===== src/rtl/wbcp_pkg.sv =====
// Package for the weighted base consensus pileup.
// Holds sizes, character and call codes, the queued command type and the back-end states.
// No dependencies.
package wbcp_pkg;

	localparam int POSITIONS = 1024;
	localparam int COUNT_BITS = 24;
	localparam int POS_BITS = (POSITIONS > 1) ? $clog2(POSITIONS) : 1;
	localparam int POS_IN_BITS = 10;
	localparam int POS_WIDE_BITS = 17;
	localparam int CHAR_BITS = 8;
	localparam int WEIGHT_BITS = 8;
	localparam int CALL_BITS = 3;
	localparam int DEPTH_BITS = 24;
	localparam int NUM_BASES = 4;
	localparam int ROW_BITS = NUM_BASES * COUNT_BITS;
	localparam int QUEUE_DEPTH = 2;
	localparam int QUEUE_PTR_BITS = $clog2(QUEUE_DEPTH);
	localparam int QUEUE_CNT_BITS = $clog2(QUEUE_DEPTH + 1);

	localparam logic [CHAR_BITS-1:0] CHAR_A = 8'h41;
	localparam logic [CHAR_BITS-1:0] CHAR_C = 8'h43;
	localparam logic [CHAR_BITS-1:0] CHAR_G = 8'h47;
	localparam logic [CHAR_BITS-1:0] CHAR_T = 8'h54;

	localparam logic [CALL_BITS-1:0] CALL_N = 3'd4;

	typedef enum logic {
		OP_FEED = 1'b0,
		OP_READ = 1'b1
	} op_t;

	typedef enum logic [1:0] {
		BASE_A = 2'd0,
		BASE_C = 2'd1,
		BASE_G = 2'd2,
		BASE_T = 2'd3
	} base_t;

	typedef struct packed {
		logic                   is_read;
		logic                   in_range;
		base_t                  base;
		logic [POS_BITS-1:0]    idx;
		logic [WEIGHT_BITS-1:0] weight;
	} cmd_t;

	typedef struct packed {
		logic clearing;
	} back_status_t;

	typedef enum logic [1:0] {
		BK_CLEAR,
		BK_IDLE,
		BK_EXEC
	} back_state_t;

endpackage


===== src/rtl/wbcp_front.sv =====
// Front end: accepts input items, decodes the base character and checks the position.
// Depends on wbcp_pkg; feeds that cannot change any counter are dropped here.
module wbcp_front (
	input  logic                                 in_valid,
	output logic                                 in_ready,
	input  logic                                 opcode,
	input  logic [wbcp_pkg::POS_IN_BITS-1:0]     position,
	input  logic [wbcp_pkg::CHAR_BITS-1:0]       base_char,
	input  logic [wbcp_pkg::WEIGHT_BITS-1:0]     weight,
	input  wbcp_pkg::back_status_t               status,
	output logic                                 push_valid,
	input  logic                                 push_ready,
	output wbcp_pkg::cmd_t                       push_data
);

	logic                                 base_ok;
	wbcp_pkg::base_t                      base;
	logic [wbcp_pkg::POS_WIDE_BITS-1:0]   pos_wide;
	logic                                 in_range;
	logic                                 is_read;
	logic                                 useful;

	always_comb begin
		base_ok = 1'b1;
		base    = wbcp_pkg::BASE_A;
		unique case (base_char)
			wbcp_pkg::CHAR_A: base = wbcp_pkg::BASE_A;
			wbcp_pkg::CHAR_C: base = wbcp_pkg::BASE_C;
			wbcp_pkg::CHAR_G: base = wbcp_pkg::BASE_G;
			wbcp_pkg::CHAR_T: base = wbcp_pkg::BASE_T;
			default: base_ok = 1'b0;
		endcase
	end

	assign pos_wide = wbcp_pkg::POS_WIDE_BITS'(position);
	assign in_range = pos_wide < wbcp_pkg::POS_WIDE_BITS'(wbcp_pkg::POSITIONS);
	assign is_read  = (wbcp_pkg::op_t'(opcode) == wbcp_pkg::OP_READ);
	assign useful   = is_read || (in_range && base_ok && (weight != '0));

	assign in_ready   = !status.clearing && push_ready;
	assign push_valid = in_valid && !status.clearing && useful;

	always_comb begin
		push_data.is_read  = is_read;
		push_data.in_range = in_range;
		push_data.base     = base;
		push_data.idx      = pos_wide[wbcp_pkg::POS_BITS-1:0];
		push_data.weight   = weight;
	end

endmodule


===== config.mk =====
export PLATFORM = sky130hd
export DESIGN_NAME = wbcp_front
export DESIGN_NICKNAME = d
export VERILOG_FILES = /design/src/rtl/wbcp_pkg.sv /design/src/rtl/wbcp_front.sv
export SDC_FILE = /design/constraint.sdc
export NUM_CORES = 1
export LEC_CHECK = 0
export BUFFER_PORTS_ARGS = -buffer_cell sky130_fd_sc_hd__buf_2
export CORE_AREA = 5 5 42 44
export DETAILED_ROUTE_END_ITERATION = 6
export DIE_AREA = 0 0 47 49
export PLACE_DENSITY_LB_ADDON = 0.3
export REMOVE_ABC_BUFFERS = 1
export SLEW_MARGIN = 20
export SYNTH_ARGS = -nofsm -noshare
export SYNTH_HDL_FRONTEND = slang
export SYNTH_SLANG_ARGS = --single-unit

===== constraint.sdc =====
create_clock -name vclk -period 1.3
set_clock_uncertainty 0.05 [all_clocks]
set_input_delay 0.26 -clock vclk [all_inputs]
set_output_delay 0.26 -clock vclk [all_outputs]
set_load 0.01 [all_outputs]

Word level (Yosys, flattened, before mapping) --
Cells that the tools add are included. W data, S select, Z words.
Word-level totals: output and inout bits 24, logic and storage cells 16, bits of input ports 30, register bits 0
Operators by class: mux-type cells 2, $lt $le $gt $ge 1, reduce and logical (&&, ||, !) cells 9, equal/unequal tests 4
Operators with widths (number):
- $eq A8 B7 Y1 const B | 4
- $lt A10 B11 Y1 const B | 1
- $reduce_bool A8 Y1 | 1
- $pmux W2 S3 | 1
- $logic_and A1 B1 Y1 | 5
- $reduce_or A4 Y1 | 1
- $logic_not A1 Y1 | 1
- $logic_or A1 B1 Y1 | 1
- $mux W1 | 1

Longest topological paths before layout --
Gate-level depths: netlist of run 1.
depth in word-level cells 7, gate-level depth with buffers 3, mapped depth without buffers 3

Worst setup path before layout of run 1 --
No wires, ideal clock.
path type input-to-output, from input port base_char[5] (netlist bit), to output port push_valid, path slack -40 ps, stages 3, data required time 990 ps, buffers on the path 0, arrival 1030 ps, cell sequence nor4b_4 -> o21ai_1 -> o41ai_2
Between the ends: longest elaborated chain between the ends 7, elaborated cells between the ends (all ways) 10, those cells by class eq/ne: 4; mux: 1; reduce/logical: 5
Ends and longest elaborated chain:
- start: declaration | line wbcp_front.sv:8 | input logic [wbcp_pkg::CHAR_BITS-1:0] base_char,
- $eq A8 B7 Y1 | line wbcp_front.sv:26 | unique case (base_char)
- $reduce_or A4 Y1 (no source line) *
- $mux W1 * | line wbcp_front.sv:26
- $logic_and A1 B1 Y1 * (2 in series) | line wbcp_front.sv:38 | assign useful = is_read || (in_range && base_ok && (weight != '0));
- $logic_or A1 B1 Y1 * | line wbcp_front.sv:38
- $logic_and A1 B1 Y1 * | line wbcp_front.sv:41 | assign push_valid = in_valid && !status.clearing && useful;
- end: declaration | line wbcp_front.sv:11 | output logic push_valid,
Mark *: on every way between the ends. The rest lies on a longest branch, timed or not.

Worst setup path in the final report of run 1 --
from input port weight[6] (netlist bit), to output port push_valid
Between the ends: longest elaborated chain between the ends 4
Ends and longest elaborated chain:
- start: declaration | line wbcp_front.sv:9 | input logic [wbcp_pkg::WEIGHT_BITS-1:0] weight,
- $reduce_bool A8 Y1 | line wbcp_front.sv:38
- $logic_and A1 B1 Y1 | line wbcp_front.sv:38
- $logic_or A1 B1 Y1 | line wbcp_front.sv:38
- $logic_and A1 B1 Y1 | line wbcp_front.sv:41
Every way passes these cells.

==> impl_metrics.json, run 1 <==
{
  "status": "finished, violations left",
  "violations": "setup timing",
  "ant_nets": 0,
  "vias": 334,
  "core_mm2": 0.00140,
  "finalMaxSlewViolations": 0,
  "grt_pass1_vias": 363,
  "clock_buffers": 0,
  "p_clk_share_pct": 0,
  "n_antenna_cell": 0,
  "fillers": 163,
  "port_buffers": 33,
  "critPathMaxFanout": 2,
  "rsz0062_at_grt": "true",
  "min_path_type": "input pin to output port",
  "chipHeight_um": 49,
  "timing.final.crit_share_pct": 120,
  "crit_start": "weight[6]",
  "switchingPower_uw": 48.9,
  "grt_pass1_wl_mm": 1.39,
  "synth_cell_type_count": 18,
  "routedWlPerCell_um": 12.1,
  "power_frac_seq_pct": 0,
  "finalPower_uw": 122,
  "start_util_pct": 21.3,
  "fin_ws_ns": -0.257,
  "netlist_instances": 39,
  "drt_first_pass_iters": 5,
  "drt_iter0_markers": 5,
  "whs_ns": 0.470,
  "syn_to_final_growth_pct": 52.7,
  "syn_area_um2": 299,
  "synth_area_leaders": "buf_4 50%, nor4b_4 7.9%, nor4bb_1 6.7%",
  "synth-compound-area-share_pct": 13.4,
  "drc": 0,
  "dp_cells": 74,
  "synth_largest_area_cell": "buf_4",
  "fmax_ghz": 0.642,
  "switching_share_pct": 40.1,
  "grtUsageTotal_pct": 7.37,
  "io-pin-count": 54,
  "crit_arrival_ns": 1.25,
  "die_area_mm2": 0.00230,
  "overflow": 0,
  "final_util_pct": 32.6,
  "worst_setup_path_end_kind": "output port",
  "synth-simple-area-share_pct": 32.6,
  "yosysSeqAreaShare_pct": 0,
  "dieWidth_um": 47,
  "comb_power_share_pct": 100.0,
  "worstHoldStart": "position[3]",
  "ff_latch_area_um2": 0,
  "synth_top_family_by_area": "buffers and inverters",
  "synthMuxAreaShare_pct": 0,
  "dpl_cell_area_um2": 379,
  "layout.nets": 90,
  "p_int_uw": 73.1,
  "worst-setup-path-type": "input pin to output port",
  "grt_max_degree": 5,
  "layout-drive-gt1-share_pct": 81.0,
  "avgViaCountPerCell": 4.51,
  "antenna_found_initial": 0,
  "rows": 14,
  "finalSetupTns_ns": -0.414,
  "synth.most_common_cell": "buf_4",
  "synth_commonest_cells": "20 x buf_4, 2 x inv_1, 2 x nor4bb_1",
  "ir_worst_vdd_v": 0.0000940,
  "power.density_mw_per_mm2": 267,
  "synth_xor_area_share_pct": 0,
  "place.gp.congestion": 0.598,
  "max_cap_viol_count": 0,
  "seq_cell_count": 0,
  "synth_top_area_share_pct": 50.2,
  "min_period_ns": 1.56,
  "cts_setup_buffers": 0,
  "layout.cells.non_filler": 74,
  "setup_viol": 3,
  "hold_violations": 0,
  "cp-start-kind": "input pin",
  "synth.avg_cell_area_um2": 7.67,
  "design_area_um2": 457,
  "synthAdderAreaFrac_pct": 0,
  "routed_wl_um": 893,
  "leakage_nw": 0.245,
  "place_ws_ns": -0.302,
  "yosysWarningCount": 0,
  "cp.required_ns": 0.99
}
path summary, 6_finish.rpt:
| check | end | cells past startpoint |
|---|---|---|
| worst min-delay path | push_data[11] | 0 |
| worst max-delay path | push_valid | 5 |
cells by family (layout without fill, tap and decap cells):
kind of cell | after synthesis | in the layout
simple gates | 11 | 11
compound gates | 5 | 5
other cells | 1 | 1
buf+inv | 22 | 41
placed cells by master (no fill, tap or decap), drive strengths merged:
cell	netlist	layout
buf	20	39
or3	1	1
conb	1	1
nand2	1	1
nor2b	1	1
o41ai	1	1
nand2b	1	1
nor4bb	2	2
inv	2	2
nand3	1	1
o21ai	1	1
o21a	1	1
nand3b	1	1
a31oi	1	1
or4	2	2
a21oi	1	1
nor4b	1	1
timing repair:
item | in CTS | in global routing
gates resized for setup | 15 | 1
endpoints found under the setup margin | 3 | 3
pin swaps | 8 | 5
hold buffers | 0 | 0
power groups by stage:
stage	Sequential (mW)	Combinational, mW	Clock, mW
6_report	0	0.122	0
5_1_grt	0	0.132	0
4_1_cts	0	0.122	0
3_5_place_dp	0	0.100	0
3_3_place_gp	0	0.0992	0
2_1_floorplan	0	0.0219	0
per-layer routing:
metal	wire, um	global-route usage, %	vias up
met5	0	0	-
li1	-	-	154
met4	0	0	0
met2	420	12.4	36
met3	199	7.01	0
met1	273	6.74	144
final cells by class:
cell class | instances | area, um^2 | area share, %
inverters | 2 | 7.51 | 1.64
multi-input cells | 17 | 170 | 37.3
well taps | 16 | 20.0 | 4.38
repair buffers | 39 | 259 | 56.7
critical path, stage by stage:
cell and delay (ns):
buf_6 0.09, or4_4 0.52, o21ai_2 0.16, o41ai_2 0.08, buf_2 0.14
Power figures use the tool's default switching activity.
==> inputs of run 2 (changes only) <==
--- a/config.mk
+++ b/config.mk
@@ -9,7 +9,7 @@
 export CORE_AREA = 5 5 42 44
 export DETAILED_ROUTE_END_ITERATION = 6
 export DIE_AREA = 0 0 47 49
-export PLACE_DENSITY_LB_ADDON = 0.3
+export PLACE_DENSITY = 0.73
 export REMOVE_ABC_BUFFERS = 1
 export SLEW_MARGIN = 20
 export SYNTH_ARGS = -nofsm -noshare
==> impl_metrics.json, run 2 (synthesis results as in run 1) <==
{
  "setup_viol": 3,
  "start_util_pct": 21.3,
  "switching_share_pct": 42.3,
  "crit_family": "simple AND/OR/NAND/NOR gates",
  "layout.nets": 91,
  "multi_input_area_um2": 170,
  "grt_pass1_wl_mm": 1.44,
  "grt_max_degree": 5,
  "drc": 0,
  "rows": 14,
  "port_buffers": 33,
  "violations": "setup timing",
  "whs_ns": 0.470,
  "chipHeight_um": 49,
  "cp.required_ns": 0.99,
  "finalPower_uw": 120,
  "place_ws_ns": -0.281,
  "worst-setup-path-type": "input pin to output port",
  "routedWlPerCell_um": 12.6,
  "post-dp-hpwl_um": 756,
  "rsz0062_at_grt": "true",
  "core_mm2": 0.00140,
  "p_int_uw": 69.1,
  "clock_buffers": 0,
  "timing.final.crit_share_pct": 120,
  "finalSetupTns_ns": -0.469,
  "ir_worst_vdd_v": 0.0000607,
  "slowest_stage": "or4_4",
  "min_period_ns": 1.56,
  "seq_cell_count": 0,
  "status": "finished, violations left",
  "power.density_mw_per_mm2": 270,
  "switchingPower_uw": 50.7,
  "crit_path_max_incr_delay_ns": 0.52,
  "dpl_cell_area_um2": 379,
  "cp_cell_sequence": "buf_6 -> or4_4 -> o21ai_2 -> o41ai_2 -> buf_2",
  "layout.cells.non_filler": 75,
  "crit_start": "weight[2]",
  "grtUsageTotal_pct": 7.93,
  "ff_latch_area_um2": 0,
  "worst_setup_path_end_kind": "output port",
  "final_common_cell": "buf_2",
  "design_area_um2": 444,
  "grt_pass1_vias": 342,
  "max_cap_viol_count": 0,
  "io-pin-count": 54,
  "ant_nets": 0,
  "layout-drive-gt1-share_pct": 81.4,
  "final_util_pct": 31.7,
  "comb_power_share_pct": 100.0,
  "antenna_found_initial": 0,
  "routed_wl_um": 942,
  "leakage_nw": 0.243,
  "place.gp.congestion": 0.667,
  "fmax_ghz": 0.642,
  "crit_arrival_ns": 1.25,
  "syn_to_final_growth_pct": 48.5,
  "cp-start-kind": "input pin",
  "finalMaxSlewViolations": 0,
  "vias": 327,
  "fillers": 152,
  "power_frac_seq_pct": 0,
  "crit_end": "push_valid",
  "dp_cells": 74,
  "drt_first_pass_iters": 1,
  "avgViaCountPerCell": 4.36,
  "dieWidth_um": 47,
  "layout_common_cells": "29 x buf_2, 6 x buf_4, 5 x buf_6, 2 x inv_1, 2 x or4_4",
  "crit_buf_inv": 2,
  "worst-path-stages": 5,
  "p_clk_share_pct": 0,
  "die_area_mm2": 0.00230,
  "drt_iter0_markers": 0,
  "critPathMaxFanout": 2,
  "hold_violations": 0,
  "overflow": 0,
  "n_antenna_cell": 0,
  "min_path_type": "input pin to output port",
  "fin_ws_ns": -0.258
}
## run 2: changes by cell type in the layout (fill, tap and decap cells not counted), sizes merged
cell	change
buf	+1
## run 2: power by group through the flow
stage | combinational, mW | clock (mW) | sequential, mW
final | 0.120 | 0 | 0
after global routing | 0.129 | 0 | 0
after CTS | 0.119 | 0 | 0
after detailed placement | 0.0998 | 0 | 0
after global placement | 0.0987 | 0 | 0
after floorplan | 0.0219 | 0 | 0
## run 2: layer usage
| metal | GRT usage (%) | part of all wire (%) | wire length (um) | vias up |
|---|---|---|---|---|
| li1 | - | - | - | 159 |
| met4 | 0.922 | 0 | 0 | 0 |
| met5 | 0 | 0 | 0 | - |
| met1 | 6.96 | 27 | 253 | 141 |
| met3 | 4.80 | 17 | 158 | 0 |
| met2 | 14.9 | 56 | 530 | 27 |
## run 2: final cells by class
cell class	count	share of cell area [%]
Tap cell	16	4.51
Timing Repair Buffer	40	55.5
Inverter	2	1.69
Multi-Input combinational cell	17	38.3
## run 2: worst min path at each step
stage	cells past startpoint	from	to	slack (ns)
finish	0	position[3]	push_data[11]	0.47
global route	0	position[9]	push_data[17]	0.47
CTS	0	position[2]	push_data[10]	0.47
detailed placement	0	position[2]	push_data[10]	0.47
global placement	0	position[2]	push_data[10]	0.47
floorplan	0	weight[0]	push_data[0]	0.47
## run 2: what timing repair did
item | 4_1_cts | 5_1_grt
gates resized for setup | 12 | 0
hold buffers | 0 | 0
pin swaps | 5 | 0
setup endpoints to repair | 3 | 3
setup buffers | 1 | 0
