[src/rtl/wbcp_pkg.sv]
// Package for the weighted base consensus pileup.
// Holds sizes, character and call codes, the queued command type and the back-end states.
// No dependencies.
package wbcp_pkg;

	localparam int POSITIONS = 1024;
	localparam int COUNT_BITS = 24;
	localparam int POS_BITS = (POSITIONS > 1) ? $clog2(POSITIONS) : 1;
	localparam int POS_IN_BITS = 10;
	localparam int POS_WIDE_BITS = 17;
	localparam int CHAR_BITS = 8;
	localparam int WEIGHT_BITS = 8;
	localparam int CALL_BITS = 3;
	localparam int DEPTH_BITS = 24;
	localparam int NUM_BASES = 4;
	localparam int ROW_BITS = NUM_BASES * COUNT_BITS;
	localparam int QUEUE_DEPTH = 2;
	localparam int QUEUE_PTR_BITS = $clog2(QUEUE_DEPTH);
	localparam int QUEUE_CNT_BITS = $clog2(QUEUE_DEPTH + 1);

	localparam logic [CHAR_BITS-1:0] CHAR_A = 8'h41;
	localparam logic [CHAR_BITS-1:0] CHAR_C = 8'h43;
	localparam logic [CHAR_BITS-1:0] CHAR_G = 8'h47;
	localparam logic [CHAR_BITS-1:0] CHAR_T = 8'h54;

	localparam logic [CALL_BITS-1:0] CALL_N = 3'd4;

	typedef enum logic {
		OP_FEED = 1'b0,
		OP_READ = 1'b1
	} op_t;

	typedef enum logic [1:0] {
		BASE_A = 2'd0,
		BASE_C = 2'd1,
		BASE_G = 2'd2,
		BASE_T = 2'd3
	} base_t;

	typedef struct packed {
		logic                   is_read;
		logic                   in_range;
		base_t                  base;
		logic [POS_BITS-1:0]    idx;
		logic [WEIGHT_BITS-1:0] weight;
	} cmd_t;

	typedef struct packed {
		logic clearing;
	} back_status_t;

	typedef enum logic [1:0] {
		BK_CLEAR,
		BK_IDLE,
		BK_EXEC
	} back_state_t;

endpackage

[src/rtl/wbcp_queue.sv]
// Two-entry command queue between the front end and the back end.
// Depends on wbcp_pkg for the command type and queue sizes.
module wbcp_queue (
	input  logic           clk,
	input  logic           arst_n,
	input  logic           push_valid,
	output logic           push_ready,
	input  wbcp_pkg::cmd_t push_data,
	output logic           pop_valid,
	input  logic           pop_ready,
	output wbcp_pkg::cmd_t pop_data
);

	wbcp_pkg::cmd_t entry_q [wbcp_pkg::QUEUE_DEPTH];
	logic [wbcp_pkg::QUEUE_PTR_BITS-1:0] wr_ptr_q;
	logic [wbcp_pkg::QUEUE_PTR_BITS-1:0] rd_ptr_q;
	logic [wbcp_pkg::QUEUE_CNT_BITS-1:0] count_q;
	logic push;
	logic pop;

	assign push_ready = (count_q != wbcp_pkg::QUEUE_CNT_BITS'(wbcp_pkg::QUEUE_DEPTH));
	assign pop_valid  = (count_q != '0);
	assign pop_data   = entry_q[rd_ptr_q];
	assign push       = push_valid && push_ready;
	assign pop        = pop_valid && pop_ready;

	always_ff @(posedge clk) begin
		if (push) begin
			entry_q[wr_ptr_q] <= push_data;
		end
	end

	always_ff @(posedge clk or negedge arst_n) begin
		if (!arst_n) begin
			wr_ptr_q <= '0;
			rd_ptr_q <= '0;
			count_q  <= '0;
		end else begin
			if (push) begin
				if (wr_ptr_q == wbcp_pkg::QUEUE_PTR_BITS'(wbcp_pkg::QUEUE_DEPTH - 1)) begin
					wr_ptr_q <= '0;
				end else begin
					wr_ptr_q <= wr_ptr_q + 1'b1;
				end
			end
			if (pop) begin
				if (rd_ptr_q == wbcp_pkg::QUEUE_PTR_BITS'(wbcp_pkg::QUEUE_DEPTH - 1)) begin
					rd_ptr_q <= '0;
				end else begin
					rd_ptr_q <= rd_ptr_q + 1'b1;
				end
			end
			if (push && !pop) begin
				count_q <= count_q + 1'b1;
			end else if (pop && !push) begin
				count_q <= count_q - 1'b1;
			end
		end
	end

endmodule

[config.mk]
export PLATFORM = sky130hd
export DESIGN_NAME = wbcp_queue
export DESIGN_NICKNAME = d
export VERILOG_FILES = /design/src/rtl/wbcp_pkg.sv /design/src/rtl/wbcp_queue.sv
export SDC_FILE = /design/constraint.sdc
export NUM_CORES = 1
export LEC_CHECK = 0
export ABC_AREA = 1
export BUFFER_PORTS_ARGS = -buffer_cell sky130_fd_sc_hd__buf_2
export CORE_MARGIN = 3
export CORE_UTILIZATION = 55
export DETAILED_ROUTE_END_ITERATION = 7
export PLACE_DENSITY_LB_ADDON = 0.12
export SLEW_MARGIN = 20
export SYNTH_ARGS = -nofsm -noshare
export SYNTH_HDL_FRONTEND = slang
export SYNTH_SLANG_ARGS = --single-unit
[constraint.sdc]
create_clock -name clk -period 4.03 [get_ports clk]
set_clock_uncertainty 0.05 [all_clocks]
set_input_delay 0.2015 -clock clk [delete_from_list [all_inputs] [get_ports clk]]
set_output_delay 0.2015 -clock clk [all_outputs]
set_load 0.03 [all_outputs]
# After elaboration in Yosys (flattened, before gate mapping)
# Memory sizes are Yosys's and may differ from the RTL's.
# Cells that the tools add are included.
# totals
input_bits	26
memories	1
ff_bits	4
ram_bits	44
# memory_table
memory	words	word_bits	rd	rd_ports_with_merged_regs	write_ports	line	text
entry_q	2	22	1	0	1	wbcp_queue.sv:14	wbcp_pkg::cmd_t entry_q [wbcp_pkg::QUEUE_DEPTH];
# classes
n_reduce_logical	8
n_addsub	4
n_mux	6
eq_ne	1
# op_table
operator	count
$logic_and A1 B1 Y1	4
$mux W1	4
$mux W2	2
$reduce_bool A2 Y1	2
$add A1 B1 Y1 const B	2
$add A2 B1 Y2 const B	1
$logic_not A1 Y1	2
$ne A2 B2 Y1 const B	1
$sub A2 B1 Y2 const B	1

# Depth between registers and ports, before layout
# Gate-level depths: netlist of run 1.
# depth
word_depth	6
depth_mapped	10
ltp_nobuf	10

# Worst setup path before layout of run 1
# No wires, ideal clock.
# synth_timing
kind	register to register
from	register count_q[0] (netlist bit)
to	memory entry_q[0][0] (netlist bit) (enable)
slack_ps	1782
period_less_slack_ps	2248
t_arrival_ps	1797
stages_incl_launch_ff	5
path_cell_list	dfrtp_1 > inv_1 > nand2_1 > nand2_1 > nor2_1
# synth_between
elab_chain_cells	4
# synth_lines
element	line	text
start, declared	wbcp_queue.sv:17	logic [wbcp_pkg::QUEUE_CNT_BITS-1:0] count_q;
start signal, assigned	wbcp_queue.sv:54	count_q <= count_q + 1'b1;
start signal, assigned	wbcp_queue.sv:56	count_q <= count_q - 1'b1;
$ne A2 B2 Y1	wbcp_queue.sv:21	assign push_ready = (count_q != wbcp_pkg::QUEUE_CNT_BITS'(wbcp_pkg::QUEUE_DEPTH));
via push_ready	wbcp_queue.sv:7	output logic push_ready,
$logic_and A1 B1 Y1	wbcp_queue.sv:24	assign push = push_valid && push_ready;
$mux W1	wbcp_queue.sv:28	if (push) begin
$mux W1 (not written as such)	wbcp_queue.sv:29	entry_q[wr_ptr_q] <= push_data;
end, declared	wbcp_queue.sv:14	
# The timed path passes the listed nets, and every way through them passes these cells.

==> results of run 1 <==
## what timing repair did
action | in CTS | in global routing
setup buffers | 0 | 0
endpoints found under the hold margin | 48 | 0
hold buffers | 23 | 0
## registers in the layout, indices dropped and copies added, names as in the netlist
register and flops:
wr_ptr_q 1, rd_ptr_q 1, entry_q 44, count_q 2
## how the worst min path moves through the flow
stage              start                endpoint  cells after the start
2_1_floorplan     arst_n  count_q[0]$_DFFE_PN0P_                      0
3_3_place_gp      arst_n  count_q[1]$_DFFE_PN0P_                      1
3_5_place_dp      arst_n  count_q[1]$_DFFE_PN0P_                      1
4_1_cts        pop_ready    rd_ptr_q$_DFFE_PN0P_                      3
5_1_grt        pop_ready    rd_ptr_q$_DFFE_PN0P_                      3
6_report       pop_ready    rd_ptr_q$_DFFE_PN0P_                      3
## power groups by stage
stage | registers, mW | logic (mW) | clock network [mW]
3_3_place_gp | 0.760 | 0.675 | 0
2_1_floorplan | 0.729 | 0.549 | 0
4_1_cts | 0.757 | 0.711 | 0.207
5_1_grt | 0.773 | 0.779 | 0.225
3_5_place_dp | 0.768 | 0.693 | 0
6_report | 0.757 | 0.712 | 0.202
## worst min-delay path: cells and delay by family
| kind | cells | cell delay (ns) |
|---|---|---|
| buf+inv | 1 | 0.09 |
| simple gates | 2 | 0.13 |
## layer usage
metal  track usage  vias to the layer above  part of all wire
li1              -                      618                 -
met4        0.0593                        0             0.013
met1         0.209                      572              0.40
met3        0.0535                        5             0.047
met5             0                        -                 0
met2         0.353                       33              0.54
## cell usage in the layout (no fill, tap or decap), drive strengths merged
master	n
buf	49
clkinv	1
nand4	1
nor2	2
nand2	76
clkbuf	6
dlygate4sd3	23
nand3	2
xor2	1
inv	7
ha	1
edfxtp	44
xnor2	1
dfrtp	4
## metrics by stage
stage / instance area (um2) / setup WS (ns) / power, mW
detailed placement: 2090 / 1.98 / 1.46
CTS: 2370 / 1.72 / 1.67
global route: 2380 / 1.50 / 1.78
finish: 2380 / 1.74 / 1.67
global placement: 2090 / 2.12 / 1.43
floorplan: 1820 / 1.78 / 1.28
## cell type report
cell class	count	area, um2	share of cell area
Sequential cell	48	1420	0.598
Timing Repair Buffer	72	475	0.200
Multi-Input combinational cell	84	354	0.149
Tap cell	44	55.1	0.0231
Clock buffer	6	41.3	0.0174
Inverter	7	26.3	0.0110
Clock inverter	1	5.00	0.00210
## logic make-up (layout without fill, tap and decap cells)
family,count (synthesis),count (layout),synth area share
adders and majority gates,1,1,0.00686
DFF,48,48,0.779
and+or+nand+nor,81,81,0.169
buffers and inverters,11,86,0.0350
xor gates and xnor gates,2,2,0.00960
==> metrics.md, run 1 <==
| Metric | Value |
|---|---|
| Crit. End Element | output port |
| Clock share of power | 0.121 |
| Flop-to-flop setup slack | 2.30 ns |
| Clock Path Buffers | 2 |
| Wire per inst | 13.0 um |
| Max_slew headroom | 0.450 |
| Worst-margin pin slew | 0.825 ns |
| Root buffer cell | clkbuf_4 |
| Starting DRT DRC Count | 83 |
| Top-count cell post-synth | nand2_1 |
| Fill cells | 231 |
| Post-placement cell count | 232 |
| Pwr dens | 702 mW/mm2 |
| Gr usage total | 0.191 |
| Layout overhead on the synthesized area | 30.4% |
| Tcrit/Tclk final | 0.569 |
| Grt total ovfl | 0 |
| Area of the die | 0.00404 mm2 |
| Maximum cell stage delay along the critical path | 0.90 ns |
| Syn avg cell area | 12.8 um2 |
| Final hold slack | 0.0408 ns |
| Hold WC Path Type | primary input to flop |
| Setup TNS | 0 ns |
| Cell depth of the worst setup path | 4 |
| Final Max Tran Viols | 0 |
| First-pass GRT wire length | 5.80 mm |
| Placer Congestion | 0.760 |
| Async S/R FF share, synth | 0.0833 |
| Switching part of the total | 0.435 |
| Clock latency at the later pin of the worst-skew pair | 0.35 ns |
| Post-DP HPWL | 1.96 mm |
| Post-Synthesis Cells | 143 |
| # IOs | 50 |
| Peak VDD IR | 0.579 mV |
| Critical path's top delay family | flip-flops |
| Layout cells sized above 1 | 0.266 |
| P_sw | 0.727 mW |
| Number of enable flip-flop cells after synthesis | 44 |
| Initial core utilization | 0.588 |
| Combinational power share | 0.426 |
| Vias in the first global route | 1282 |
| Register area share after synthesis | 0.779 |
| Ant diodes | 0 |
| Sequential Power Share | 0.453 |
| Core area | 0.00310 mm2 |
| Detailed Route WL | 3.40 mm |
| CP bufs+invs | 2 |
| Clock slew at reported path FFs | 0.13 ns |
| Status | finished clean |
| CP endpoint | pop_data[8] |
| Share of the synthesized area in the top cell type | 0.724 |
| Die height | 63.6 um |
| Required @ worst endpoint | 3.78 ns |
| IO Port Bufs | 49 |
| Die width | 63.6 um |
| Total number of vias | 1228 |
| Minimum clock period | 2.29 ns |
| Int Power | 0.944 mW |
| Site row count | 20 |
| Vias per cell | 4.69 |
| PostCTS Resize Cnt | 0 |
| CTS Buf Count | 5 |
| Yosys reg bits | 48 |
| Crit path DAT | 2.04 ns |
| Crit path kind | flop to output port |
| Worst r2r dst | entry_q[1][13]$_DFFE_PP_ |
| Syn Nets | 170 |
| Upper clock frequency limit | 0.436 GHz |
| Endpoints failing setup | 0 |
| Worst Path Max Fanout | 24 |
| RSZ-0062 raised after global routing | false |
| Top post-synthesis cells by area | edfxtp_1, nand2_1, dfrtp_1 |
| Post-DRT Antenna Nets | 0 |
| CP startpoint kind | flop |
| Worst r2r src | count_q[0]$_DFFE_PN0P_ |
| Critical path's slowest cell | dfrtp_1 |
| Total Nets Final | 245 |
| Cell mode on critical path | nand2_1 |
| Clock sinks | 48 |
| Reg2Reg Depth | 4 |
| Post-layout util | 0.767 |
| H-Tree Depth | 2 |
| Number of distinct library cells after synthesis | 13 |
| Critical-path cell list | inv_2 -> nand2_1 -> nand2_1 -> buf_2 |
| Largest area contributor in the netlist | edfxtp_1 |
| Synth Warn # | 0 |
| Initial antenna violation count | 0 |
| TritonCTS clock tree | built |
| Synth cell count leaders | nand2_1, edfxtp_1, inv_1, dfrtp_1 |
| Worst Setup SP | rd_ptr_q$_DFFE_PN0P_ |
| 1st-pass router iterations | 4 |
| Cell Area, Synth | 0.00182 mm2 |
| Largest net degree at the start of global routing | 25 |
| Pleak | 1.06 nW |
| Most used flip-flop cell after synthesis | edfxtp_1 |
| Number of hold violations in the final report | 0 |
| Final std cells w/o fill | 262 |
| Max_cap viols | 0 |
| Drt drc | 0 |
No activity file was read; power rests on OpenSTA's default activity.
==> run 2: changes to the inputs <==
Settings changed: CORE_UTILIZATION 55 to 46.
Clock period 4.03 ns to 2 ns, I/O delays scaled along.
==> run 2 against run 1 <==
Against the previous run:
- sequential share of layout area down 2.5 points
- sequential power up 92%
- clock-buffer cell count unchanged
- flip-flop and latch count unchanged
- non-clock buffer count up 6
- first-iteration DRC count down 29%
- critical path depth up 5
- register-to-register slack worse by 1.9 ns
- power up 120%
- die area up 18%
- combinational power up 120%
- final cell count up 4.2%
- critical path type is now flop to flop
- critical endpoint is now count_q[1]$_DFFE_PN0P_
==> metrics.md, run 2 (synthesis gave the netlist of run 1 again) <==
| Metric | Value |
|---|---|
| Status | finished clean |
| Largest net degree at the start of global routing | 24 |
| Max_cap viols | 0 |
| Wire per inst | 12.7 um |
| Post-placement cell count | 241 |
| Met2 wire len | 1.86 mm |
| Crit. End Element | flop |
| Post-DRT Antenna Nets | 0 |
| Clock slew at reported path FFs | 0.08 ns |
| Area of the die | 0.00476 mm2 |
| Post-DP HPWL | 2.24 mm |
| Pleak | 1.11 nW |
| Met3 wire len | 203 um |
| Commonest non-fill, non-tap cell in the layout | nand2_1 |
| Layout overhead on the synthesized area | 36.1% |
| Gr usage total | 0.164 |
| CP startpoint kind | flop |
| Worst r2r src | count_q[0]$_DFFE_PN0P_ |
| Number of hold violations in the final report | 0 |
| Post CTS Setup Buffer Count | 0 |
| Initial core utilization | 0.487 |
| Clock Path Buffers | 2 |
| Total Nets Final | 251 |
| Setup TNS | 0 ns |
| First-pass GRT wire length | 5.44 mm |
| Final std cells w/o fill | 273 |
| Top flop regs | entry_q (44), count_q (2) |
| Minimum clock period | 1.59 ns |
| Vias per cell | 4.61 |
| Upper clock frequency limit | 0.630 GHz |
| Starting DRT DRC Count | 59 |
| Initial antenna violation count | 0 |
| 1st-pass router iterations | 4 |
| Crit path DAT | 1.73 ns |
| Vias in the first global route | 1281 |
| Site row count | 22 |
| Max_slew headroom | 0.732 |
| Core area | 0.00374 mm2 |
| Die width | 69.0 um |
| Placer Congestion | 0.668 |
| Crit path kind | flop to flop |
| Largest register FFs | 44 |
| Total power draw | 3.67 mW |
| DR top layer | met4 |
| Worst Setup SP | count_q[0]$_DFFE_PN0P_ |
| Layout cells sized above 1 | 0.284 |
| Pwr dens | 1480 mW/mm2 |
| Clock sinks | 48 |
| Worst-margin pin slew | 0.402 ns |
| Fill cells | 293 |
| Root buffer cell | clkbuf_8 |
| Endpoints failing setup | 0 |
| Worst Path Max Fanout | 4 |
| H-Tree Depth | 2 |
| Hold WC Path Type | primary input to async pin |
| RSZ-0062 raised after global routing | false |
| Final Max Tran Viols | 0 |
| Peak VDD IR | 1.01 mV |
| Drt drc | 0 |
| Most frequent cells in the layout | nand2_1, buf_2, edfxtp_1, dlygate4sd3_1, inv_1 |
| Clock latency at the later pin of the worst-skew pair | 0.29 ns |
| Total number of vias | 1258 |
| # IOs | 50 |
| Met1 WL | 1.37 mm |
| Required @ worst endpoint | 2.14 ns |
| Ant diodes | 0 |
| Grt total ovfl | 0 |
| Die height | 69.0 um |
| Detailed Route WL | 3.47 mm |
| Tcrit/Tclk final | 0.794 |
| CTS Buf Count | 5 |
| IO Port Bufs | 49 |
| TritonCTS clock tree | built |
| Biggest register | entry_q |
==> run 2: stage by stage <==
step           setup slack [ns]  utilization  cell area, um2  hold slack (ns)
4_1_cts                   0.408        0.663            2480           0.0627
5_1_grt                   0.285        0.663            2480           0.0837
2_1_floorplan            -0.248            -            1820           -0.246
6_report                  0.413        0.663            2480           0.0818
3_3_place_gp              0.544        0.570            2130           -0.139
3_5_place_dp              0.422        0.570            2130           -0.140
==> run 2: final timing paths <==
kind / to / slack, ns / depth (start not counted)
max: count_q[1]$_DFFE_PN0P_ / 0.41 / 9
min: wr_ptr_q$_DFFE_PN0P_ / 0.08 / 2
max reg2reg: count_q[1]$_DFFE_PN0P_ / 0.41 / 9
min reg2reg: count_q[1]$_DFFE_PN0P_ / 0.48 / 2
max in group asynchronous: rd_ptr_q$_DFFE_PN0P_ / 1.70 / 2
min in group clk: wr_ptr_q$_DFFE_PN0P_ / 0.14 / 3
==> run 2: power by group <==
group | internal (mW) | switching [mW]
registers | 1.38 | 0.0748
logic | 0.432 | 1.11
clock network | 0.371 | 0.300
==> run 2: cell type report <==
class | count | area (um2) | share of cell area
inverters | 7 | 26.3 | 0.0106
clock buffers | 6 | 72.6 | 0.0292
clock inverters | 2 | 35.0 | 0.0141
flip-flops and latches | 48 | 1420 | 0.573
well taps | 48 | 60.1 | 0.0242
repair buffers | 78 | 523 | 0.211
multi-input cells | 84 | 344 | 0.139
==> run 2: what timing repair did <==
item / in CTS / in global routing
gates resized for setup: 0 / 0
hold endpoints to repair: 49 / 0
hold buffers: 24 / 0
==> run 2: worst max-delay path, stage by stage, from the launching register on <==
cell	delay, ns
dfrtp_1	0.42
inv_1	0.11
nand2_1	0.08
nand2_1	0.17
inv_1	0.07
ha_1	0.31
inv_1	0.09
nand3_1	0.08
nand2_1	0.07
nand2_1	0.04
==> run 2: layer usage <==
layer	track usage	up-vias
li1	-	633
met1	0.170	582
met2	0.304	38
met3	0.0502	5
met4	0.0657	0
met5	0	-
==> run 3: changes to the inputs <==
Settings changed: ABC_AREA 1 to 0.
Clock period 2 ns to 1.4 ns, I/O delays scaled along.
==> run 3 against run 2 <==
Against the previous run:
- sequential share of layout area down 8.3 points
- critical path depth down 6
- power up 72%
- the run now ends with negative setup slack left
- synthesized cell count down 40%
- flip-flop and latch count unchanged
- die area down 1.8%
==> metrics.md, run 3 <==
| Metric | Value |
|---|---|
| Status | finished, violations left |
| Failing checks | negative setup slack |
| Crit path DAT | 1.38 ns |
| Fill cells | 218 |
| Number of enable flip-flop cells after synthesis | 44 |
| DP Worst Slack | -0.0490 ns |
| Commonest non-fill, non-tap cell in the layout | edfxtp_1 |
| Starting DRT DRC Count | 72 |
| Share of the synthesized area in the top cell type | 0.739 |
| Pleak | 1.20 nW |
| Yosys reg bits | 48 |
| Worst-margin pin slew | 0.187 ns |
| Total Nets Final | 206 |
| Syn Nets | 113 |
| Synth cell count leaders | edfxtp_1, mux2_2, dfrtp_1, xnor2_1 |
| Die height | 68.3 um |
| Crit path kind | flop to output port |
| Number of distinct library cells after synthesis | 14 |
| H-Tree Depth | 2 |
| Post-DRT Antenna Nets | 0 |
| Site row count | 22 |
| Synth Warn # | 0 |
| Multi-input gate area | 470 um2 |
| Die width | 68.3 um |
| Pwr dens | 2170 mW/mm2 |
| Top post-synthesis cells by area | edfxtp_1, mux2_2, dfrtp_1 |
| Top flop regs | entry_q (44), count_q (2) |
| Clock sinks | 48 |
| Ant diodes | 0 |
| Hold WC Path Type | primary input to flop |
| Initial core utilization | 0.481 |
| TritonCTS clock tree | built |
| First-pass GRT wire length | 4.89 mm |
| Largest area contributor in the netlist | edfxtp_1 |
| Clock Path Buffers | 2 |
| Gr usage total | 0.150 |
| Total number of vias | 1066 |
| Detailed Route WL | 3.49 mm |
| Core area | 0.00372 mm2 |
| Grt total ovfl | 0 |
| RSZ-0062 raised after global routing | true |
| Minimum clock period | 1.50 ns |
| Vias per cell | 4.68 |
| Layout cells sized above 1 | 0.572 |
| # IOs | 50 |
| Syn avg cell area | 20.8 um2 |
| Final std cells w/o fill | 228 |
| Post-DP HPWL | 2.05 mm |
| Crit. End Element | output port |
| Max_cap viols | 0 |
| Post-route cell area | 0.00291 mm2 |
| Post-route setup slack | -0.100 ns |
| Most used flip-flop cell after synthesis | edfxtp_1 |
| Placed cell area | 0.00222 mm2 |
| Root buffer cell | clkbuf_8 |
| IO Port Bufs | 49 |
| Upper clock frequency limit | 0.667 GHz |
| Worst Path Max Fanout | 6 |
| Post-placement cell count | 189 |
| Most frequent cells in the layout | edfxtp_1, buf_2, buf_6, dlygate4sd3_1, mux2_4 |
| Largest net degree at the start of global routing | 15 |
| Register area share after synthesis | 0.795 |
| Required @ worst endpoint | 1.28 ns |
| Top-count cell post-synth | edfxtp_1 |
| Placer Congestion | 0.749 |
| FF/Latch Area | 0.00142 mm2 |
| Largest register FFs | 44 |
| Endpoints failing setup | 43 |
| Cell Area, Synth | 0.00179 mm2 |
| Layout overhead on the synthesized area | 62.5% |
| Biggest register | entry_q |
| Number of hold violations in the final report | 0 |
| Post-Synthesis Cells | 86 |
| Wire per inst | 15.3 um |
| Peak VDD IR | 1.37 mV |
| 1st-pass router iterations | 3 |
| Async S/R FF share, synth | 0.0833 |
| Drt drc | 0 |
| Tcrit/Tclk final | 1.07 |
| Area of the die | 0.00467 mm2 |
| Initial antenna violation count | 0 |
| Max_slew headroom | 0.875 |
| Vias in the first global route | 1139 |
| CP startpoint kind | flop |
| CTS Buf Count | 5 |
| Clock slew at reported path FFs | 0.08 ns |
| Final Max Tran Viols | 0 |
| Total power draw | 6.30 mW |
| Clock latency at the later pin of the worst-skew pair | 0.29 ns |
-- run 3: changes by cell type in the layout (fill, tap and decap cells not counted), moves of 2 or more --
| cell | previous run | this run |
|---|---|---|
| nand2_1 | 76 | 0 |
| buf_6 | 0 | 24 |
| buf_2 | 49 | 27 |
| mux2_4 | 0 | 22 |
| inv_1 | 6 | 0 |
| buf_12 | 0 | 4 |
| buf_8 | 0 | 2 |
| clkbuf_16 | 0 | 2 |
| nand2_4 | 0 | 2 |
| nand3_1 | 2 | 0 |
| nor2_2 | 2 | 0 |
| xnor2_1 | 1 | 3 |
-- run 3: layout make-up --
type / count / area share
flip-flops and latches: 48 / 0.490
repair buffers: 88 / 0.289
multi-input cells: 35 / 0.162
clock buffers: 6 / 0.0250
well taps: 48 / 0.0207
clock inverters: 2 / 0.0121
inverters: 1 / 0.00129
-- run 3: kinds of logic after synthesis --
| group | synth area share |
|---|---|
| XOR/XNOR | 0.0245 |
| adder cells (fa/ha/maj) | 0.00700 |
| multiplexers | 0.139 |
| flip-flops | 0.795 |
| AND/OR/NAND/NOR | 0.0203 |
| buffers and inverters | 0.0147 |
-- run 3: final timing paths --
path                                             start                       to  slack (ns)  cells after the start
min in group asynchronous                       arst_n   count_q[0]$_DFFE_PN0P_        0.06                      2
max in group asynchronous                       arst_n     rd_ptr_q$_DFFE_PN0P_        1.11                      2
worst max-delay path              rd_ptr_q$_DFFE_PN0P_              pop_data[2]       -0.10                      3
worst min register to register    wr_ptr_q$_DFFE_PN0P_     wr_ptr_q$_DFFE_PN0P_        0.52                      1
worst max register to register  count_q[1]$_DFFE_PN0P_  entry_q[1][6]$_DFFE_PP_       -0.03                      5
worst min-delay path                        push_valid     wr_ptr_q$_DFFE_PN0P_        0.04                      3
-- run 3: per-stage QoR --
stage               hold WS, ns   util  setup TNS (ns)
global route             0.0305  0.782           -4.21
global placement         -0.170  0.597               0
finish                   0.0395  0.782           -2.35
floorplan                -0.276      -           -2.82
detailed placement       -0.167  0.597         -0.0490
CTS                      0.0263  0.744           -1.50
-- run 3: timing repair --
action,4_1_cts,5_1_grt
hold buffers,23,0
resized for setup,55,21
pin swaps,4,7
hold endpoints to repair,48,0
buffers inserted,4,2
gates cloned,0,2
setup endpoints to repair,23,45
-- run 3: power by group --
| group | total, mW | switching [mW] | internal [mW] |
|---|---|---|---|
| registers | 2.13 | 0.151 | 1.98 |
| clock network | 0.943 | 0.414 | 0.529 |
| logic | 3.23 | 1.50 | 1.73 |
| total | 6.30 | 2.07 | 4.23 |
-- run 3: worst max-delay path, cell delays in order (launching register included) --
cell and delay (ns):
dfrtp_2 0.46, clkbuf_16 0.18, mux2_4 0.30, buf_6 0.14
-- run 3: metal layers --
layer	GRT usage	vias to the layer above	part of all wire
met4	0.0819	0	0.013
li1	-	511	-
met5	0	-	0
met1	0.166	519	0.36
met3	0.0345	6	0.044
met2	0.266	30	0.58
